--- src/rtl/dlts_pkg.sv ---
// Shared types and constants of the delta-list task scheduler.
package dlts_pkg;

    localparam int ID_W     = 4;
    localparam int ID_POOL  = 16;
    localparam int CNT_W    = 5;
    localparam int HANDLE_W = 16;
    localparam int DELTA_W  = 32;

    typedef enum logic [1:0] {
        OP_ADD      = 2'd0,
        OP_DELETE   = 2'd1,
        OP_TICK     = 2'd2,
        OP_DISPATCH = 2'd3
    } t_op;

    typedef enum logic [1:0] {
        ST_OK        = 2'd0,
        ST_NO_SLOT   = 2'd1,
        ST_NOT_FOUND = 2'd2,
        ST_NOT_DUE   = 2'd3
    } t_status;

    typedef enum logic [3:0] {
        CMD_NONE,
        CMD_LOAD,
        CMD_POP,
        CMD_STEP,
        CMD_INSERT,
        CMD_REMOVE,
        CMD_PUSH,
        CMD_TICK,
        CMD_LOAD_HEAD
    } t_cmd;

    typedef struct packed {
        logic no_room;
        logic ins_stop;
        logic del_hit;
        logic del_end;
        logic head_due;
        logic per_zero;
    } t_dp_status;

    typedef struct packed {
        logic    valid;
        t_status status;
        logic    show_id;
        logic    fired;
    } t_result;

endpackage

--- src/rtl/dlts_ctrl.sv ---
// Controller state machine of the delta-list task scheduler.
module dlts_ctrl (
    input  logic                i_clk,
    input  logic                i_rst_n,
    input  logic                start,
    input  dlts_pkg::t_op       i_op,
    input  logic                i_release_id,
    input  dlts_pkg::t_dp_status i_dp,
    output dlts_pkg::t_cmd      o_cmd,
    output logic                busy,
    output dlts_pkg::t_result   o_res
);
    import dlts_pkg::*;

    typedef enum logic [3:0] {
        S_IDLE, S_ADD, S_WALK, S_DEL, S_PUSH, S_TICK, S_DSP, S_DRM
    } t_state;

    t_state  r_state, n_state;
    logic    r_release, n_release;
    logic    r_fired, n_fired;
    t_result r_res, n_res;
    t_cmd    n_cmd;

    always_comb begin
        n_state   = r_state;
        n_release = r_release;
        n_fired   = r_fired;
        n_cmd     = CMD_NONE;
        n_res     = '0;
        case (r_state)
            S_IDLE: begin
                if (start) begin
                    n_cmd     = CMD_LOAD;
                    n_release = i_release_id;
                    n_fired   = 1'b0;
                    case (i_op)
                        OP_ADD:    n_state = S_ADD;
                        OP_DELETE: n_state = S_DEL;
                        OP_TICK:   n_state = S_TICK;
                        default:   n_state = S_DSP;
                    endcase
                end
            end
            S_ADD: begin
                if (i_dp.no_room) begin
                    n_res   = '{valid: 1'b1, status: ST_NO_SLOT, show_id: 1'b0, fired: 1'b0};
                    n_state = S_IDLE;
                end else begin
                    n_cmd   = CMD_POP;
                    n_state = S_WALK;
                end
            end
            S_WALK: begin
                if (i_dp.ins_stop) begin
                    n_cmd   = CMD_INSERT;
                    n_res   = '{valid: 1'b1, status: ST_OK, show_id: 1'b1, fired: r_fired};
                    n_state = S_IDLE;
                end else begin
                    n_cmd = CMD_STEP;
                end
            end
            S_DEL: begin
                if (i_dp.del_hit) begin
                    n_cmd = CMD_REMOVE;
                    if (r_release) begin
                        n_state = S_PUSH;
                    end else begin
                        n_res   = '{valid: 1'b1, status: ST_OK, show_id: 1'b0, fired: 1'b0};
                        n_state = S_IDLE;
                    end
                end else if (i_dp.del_end) begin
                    n_res   = '{valid: 1'b1, status: ST_NOT_FOUND, show_id: 1'b0, fired: 1'b0};
                    n_state = S_IDLE;
                end else begin
                    n_cmd = CMD_STEP;
                end
            end
            S_PUSH: begin
                n_cmd   = CMD_PUSH;
                n_res   = '{valid: 1'b1, status: ST_OK, show_id: r_fired, fired: r_fired};
                n_state = S_IDLE;
            end
            S_TICK: begin
                n_cmd   = CMD_TICK;
                n_res   = '{valid: 1'b1, status: ST_OK, show_id: 1'b0, fired: 1'b0};
                n_state = S_IDLE;
            end
            S_DSP: begin
                if (i_dp.head_due) begin
                    n_cmd   = CMD_LOAD_HEAD;
                    n_fired = 1'b1;
                    n_state = S_DRM;
                end else begin
                    n_res   = '{valid: 1'b1, status: ST_NOT_DUE, show_id: 1'b0, fired: 1'b0};
                    n_state = S_IDLE;
                end
            end
            S_DRM: begin
                // A one-shot head frees its id; a periodic one is walked back in.
                n_cmd   = CMD_REMOVE;
                n_state = i_dp.per_zero ? S_PUSH : S_WALK;
            end
            default: n_state = S_IDLE;
        endcase
    end

    always_ff @(posedge i_clk) begin
        if (!i_rst_n) begin
            r_state   <= S_IDLE;
            r_release <= 1'b0;
            r_fired   <= 1'b0;
            r_res     <= '0;
        end else begin
            r_state   <= n_state;
            r_release <= n_release;
            r_fired   <= n_fired;
            r_res     <= n_res;
        end
    end

    assign o_cmd = n_cmd;
    assign busy  = (r_state != S_IDLE);
    assign o_res = r_res;

endmodule

--- config.mk ---
export PLATFORM = sky130hd
export DESIGN_NAME = dlts_ctrl
export DESIGN_NICKNAME = d
export VERILOG_FILES = /design/src/rtl/dlts_pkg.sv /design/src/rtl/dlts_ctrl.sv
export SDC_FILE = /design/constraint.sdc
export NUM_CORES = 1
export LEC_CHECK = 0
export BUFFER_PORTS_ARGS = -buffer_cell sky130_fd_sc_hd__buf_2
export CAP_MARGIN = 40
export CORE_UTILIZATION = 40
export DETAILED_ROUTE_END_ITERATION = 6
export GPL_TIMING_DRIVEN = 0
export HOLD_SLACK_MARGIN = 0.15
export PLACE_DENSITY = 0.62
export RECOVER_POWER = 100
export SETUP_SLACK_MARGIN = 0.4
export SYNTH_ARGS = -nofsm -noshare
export SYNTH_HDL_FRONTEND = slang
export SYNTH_SLANG_ARGS = --single-unit
--- constraint.sdc ---
create_clock -name i_clk -period 1.61 [get_ports i_clk]
set_clock_uncertainty 0.05 [all_clocks]
set_input_delay 0 -clock i_clk [delete_from_list [all_inputs] [get_ports i_clk]]
set_output_delay 0 -clock i_clk [all_outputs]
set_load 0.005 [all_outputs]
==> results.toml <==
[critical_path]
worstSetupStartpointType = "flip-flop"
cp-end-kind = "primary output"
worstPathArrival_ns = 1.40
critPathMaxStageDelay_ns = 0.36
slowest_stage = "dfxtp_1"
path_cells = "buf_6 -> nor3b_1 -> nor2_1 -> o22ai_1 -> buf_2"
r2r_slack_ns = 0.23
criticalPathCategory = "reg2out"
worst-path-max-fanout = 7
critPathRequiredTime_ns = 1.56

[synth]
synthFlopType = "dfxtp_1"
synthArstFlopShare_pct = 0
synth_seq_cells = 10
syn_inst = 77
yosysTopAreaCellShare_pct = 29.5
synth_area_leaders = "dfxtp_1 (30%), buf_6 (6.6%), nand2b_1 (5.5%)"
synth_largest_area_cell = "dfxtp_1"
synth_seq_area_share_pct = 29.5
synth-edff-count = 0
synth_area_um2 = 678
synth_cell_types = 38
yosysWarnings = 0
syn_area_per_cell_um2 = 8.81
synth_nets = 89

[die]
coreArea_mm2 = 0.00154
start_util_pct = 44.0
boundaryPins = 22
fp.dieArea_mm2 = 0.00186
dieWidth_um = 43.2
rows = 14
die_y_um = 43.2

[sta]
final-setup-viol-count = 0
period_needed_ns = 1.45
hold_violations = 0
slew_headroom_pct = 68.7
worst_pin_slew_ns = 0.463
holdWs_ns = 0.155
grt_setup_unrepaired = "true"
tns_ns = 0
fmax_mhz = 689
fin_crit_sh_pct = 90.2
drv_slew = 0

[drt]
drcViolationCount = 0
drtIter0Drc = 19
drt_pass1_iterations = 4
wl_met2_mm = 1.06
routed.top_layer = "met4"
vias = 791
drt_wl_total_mm = 2.14
ant_nets = 0
via_per_inst = 5.73
met1Wirelength_um = 967
routedWlPerCell_um = 15.5
met3_length_um = 91

[min_path]
min_path_type = "in2reg"

[placement]
port_buffers = 21
placed_cell_area_um2 = 803
place_congestion = 0.826

[grt]
grt_start_max_net_pins = 11
grt_use_total_pct = 23.1
grt_pass1_vias = 735
grt_pass1_wl_mm = 3.18
grt-ovfl-total = 0
grt_antenna_before_repair = 0

[cells_and_area]
num-fill-cells = 121
nets = 136
drive_gt1_share_pct = 41.0
seqCellArea_um2 = 201
area_growth_pct = 60.0
num_antenna_cells = 0
postLayoutCellArea_mm2 = 0.00108
multi_input_area_um2 = 432

[clocking]
h-tree-depth = 1
clk_pin_slew_ns = 0.06
insertion_delay_ns = 0.26
cts-root-buf = "clkbuf_4"
cts_made_buffers = 3
cts.sinks = 10
cts_tree = "done"
clk_path_buf_depth = 2

[flow_run]
drv_cap = 0

[pwr]
powerDensity_mw_per_mm2 = 857
p_leak_nw = 0.475
ir_worst_vdd_mv = 0.535

[status]
status = "complete, no violations"
final timing paths:
| check | startpoint | cells past startpoint | endpoint |
|---|---|---|---|
| max | r_state[0]$_SDFFE_PN0P_ | 5 | o_cmd[1] |
| min | i_dp[0] | 4 | r_state[1]$_SDFFE_PN0P_ |
| max reg2reg | r_state[2]$_SDFFE_PN0P_ | 4 | r_state[1]$_SDFFE_PN0P_ |
| min reg2reg | r_fired$_SDFFE_PN0P_ | 1 | o_res[0]$_SDFF_PN0_ |
power by group:
group	leakage (nW)	internal [W]	switching (W)	total, W
Sequential	0.0818	0.000270	0.0000121	0.000283
Combinational	0.379	0.000256	0.000221	0.000477
Clock	0.0138	0.0000864	0.0000838	0.000170
Total	0.475	0.000613	0.000316	0.000929
through the flow:
step | worst slack [ns] | power, W | utilization [%] | std cells
floorplan | 0.416 | 0.000513 | - | 77
global placement | 0.335 | 0.000611 | 52.1 | 114
detailed placement | 0.344 | 0.000609 | 52.1 | 114
CTS | 0.294 | 0.000889 | 66.6 | 133
global route | 0.113 | 0.000978 | 70.4 | 138
finish | 0.158 | 0.000929 | 70.4 | 138
routing by layer:
metal	vias up	global-route usage, %
met5	-	0
met4	0	9.09
met3	2	7.23
met2	29	37.3
met1	379	28.1
li1	381	-
final cells by class:
| cell class | instances | share of cell area [%] |
|---|---|---|
| flip-flops and latches | 10 | 18.6 |
| clock buffers | 3 | 2.08 |
| plain buffers | 6 | 7.27 |
| repair buffers | 42 | 28.5 |
| multi-input cells | 58 | 39.8 |
| well taps | 16 | 1.85 |
| inverters | 3 | 1.96 |
layout by cell type, fill, tap and decap left out, types with 2 or more instances in the layout:
| cell | n |
|---|---|
| clkbuf_1 | 2 |
| buf_4 | 9 |
| nand2b_1 | 6 |
| o211ai_1 | 2 |
| o21ai_0 | 3 |
| clkbuf_4 | 3 |
| nand3b_1 | 2 |
| a21oi_1 | 4 |
| nor3b_1 | 2 |
| buf_6 | 3 |
| and3_1 | 2 |
| nand2_1 | 2 |
| nor2b_1 | 4 |
| o21ai_1 | 2 |
| buf_2 | 19 |
| dfxtp_1 | 9 |
| nor2_1 | 3 |
| o22ai_1 | 2 |
| dlygate4sd3_1 | 9 |
| buf_8 | 3 |
| o31ai_1 | 2 |
worst max-delay path, delay by kind of cell, from the launching register on:
family	cells	cell delay, ns
DFF	1	0.36
buffers and inverters	2	0.27
and+or+nand+nor	2	0.37
AOI/OAI and AO/OA	1	0.14
logic make-up (layout without fill, tap and decap cells):
group	Yosys count	count (layout)	synth area share, %
buf+inv	9	54	10.1
simple gates	32	32	32.8
mux	2	2	3.14
compound gates	24	24	24.4
flops	10	10	29.5
registers in the layout (all words and copies together) (netlist names):
register,count
o_res,5
r_state,3
r_fired,1
r_release,1
synth_stat cells, types with 2 or more instances:
| master | count |
|---|---|
| nor3b_1 | 2 |
| and3_1 | 2 |
| nor2_1 | 4 |
| nor2b_1 | 5 |
| buf_6 | 4 |
| nand2b_1 | 6 |
| nand3b_1 | 2 |
| o21ai_0 | 5 |
| nand2_1 | 2 |
| o22ai_1 | 2 |
| dfxtp_1 | 10 |
| o211ai_1 | 2 |
| o31ai_1 | 2 |
| inv_1 | 2 |
| a21oi_1 | 4 |
repair_timing:
item                                   CTS  global route
endpoints found under the hold margin    9             1
setup buffers                            9             2
gates cloned                             0             1
hold buffers                             7             2
setup endpoints to repair                9            12
pin swaps                                3             2
resized for setup                       17             8
(Power assumes the default switching activity.)
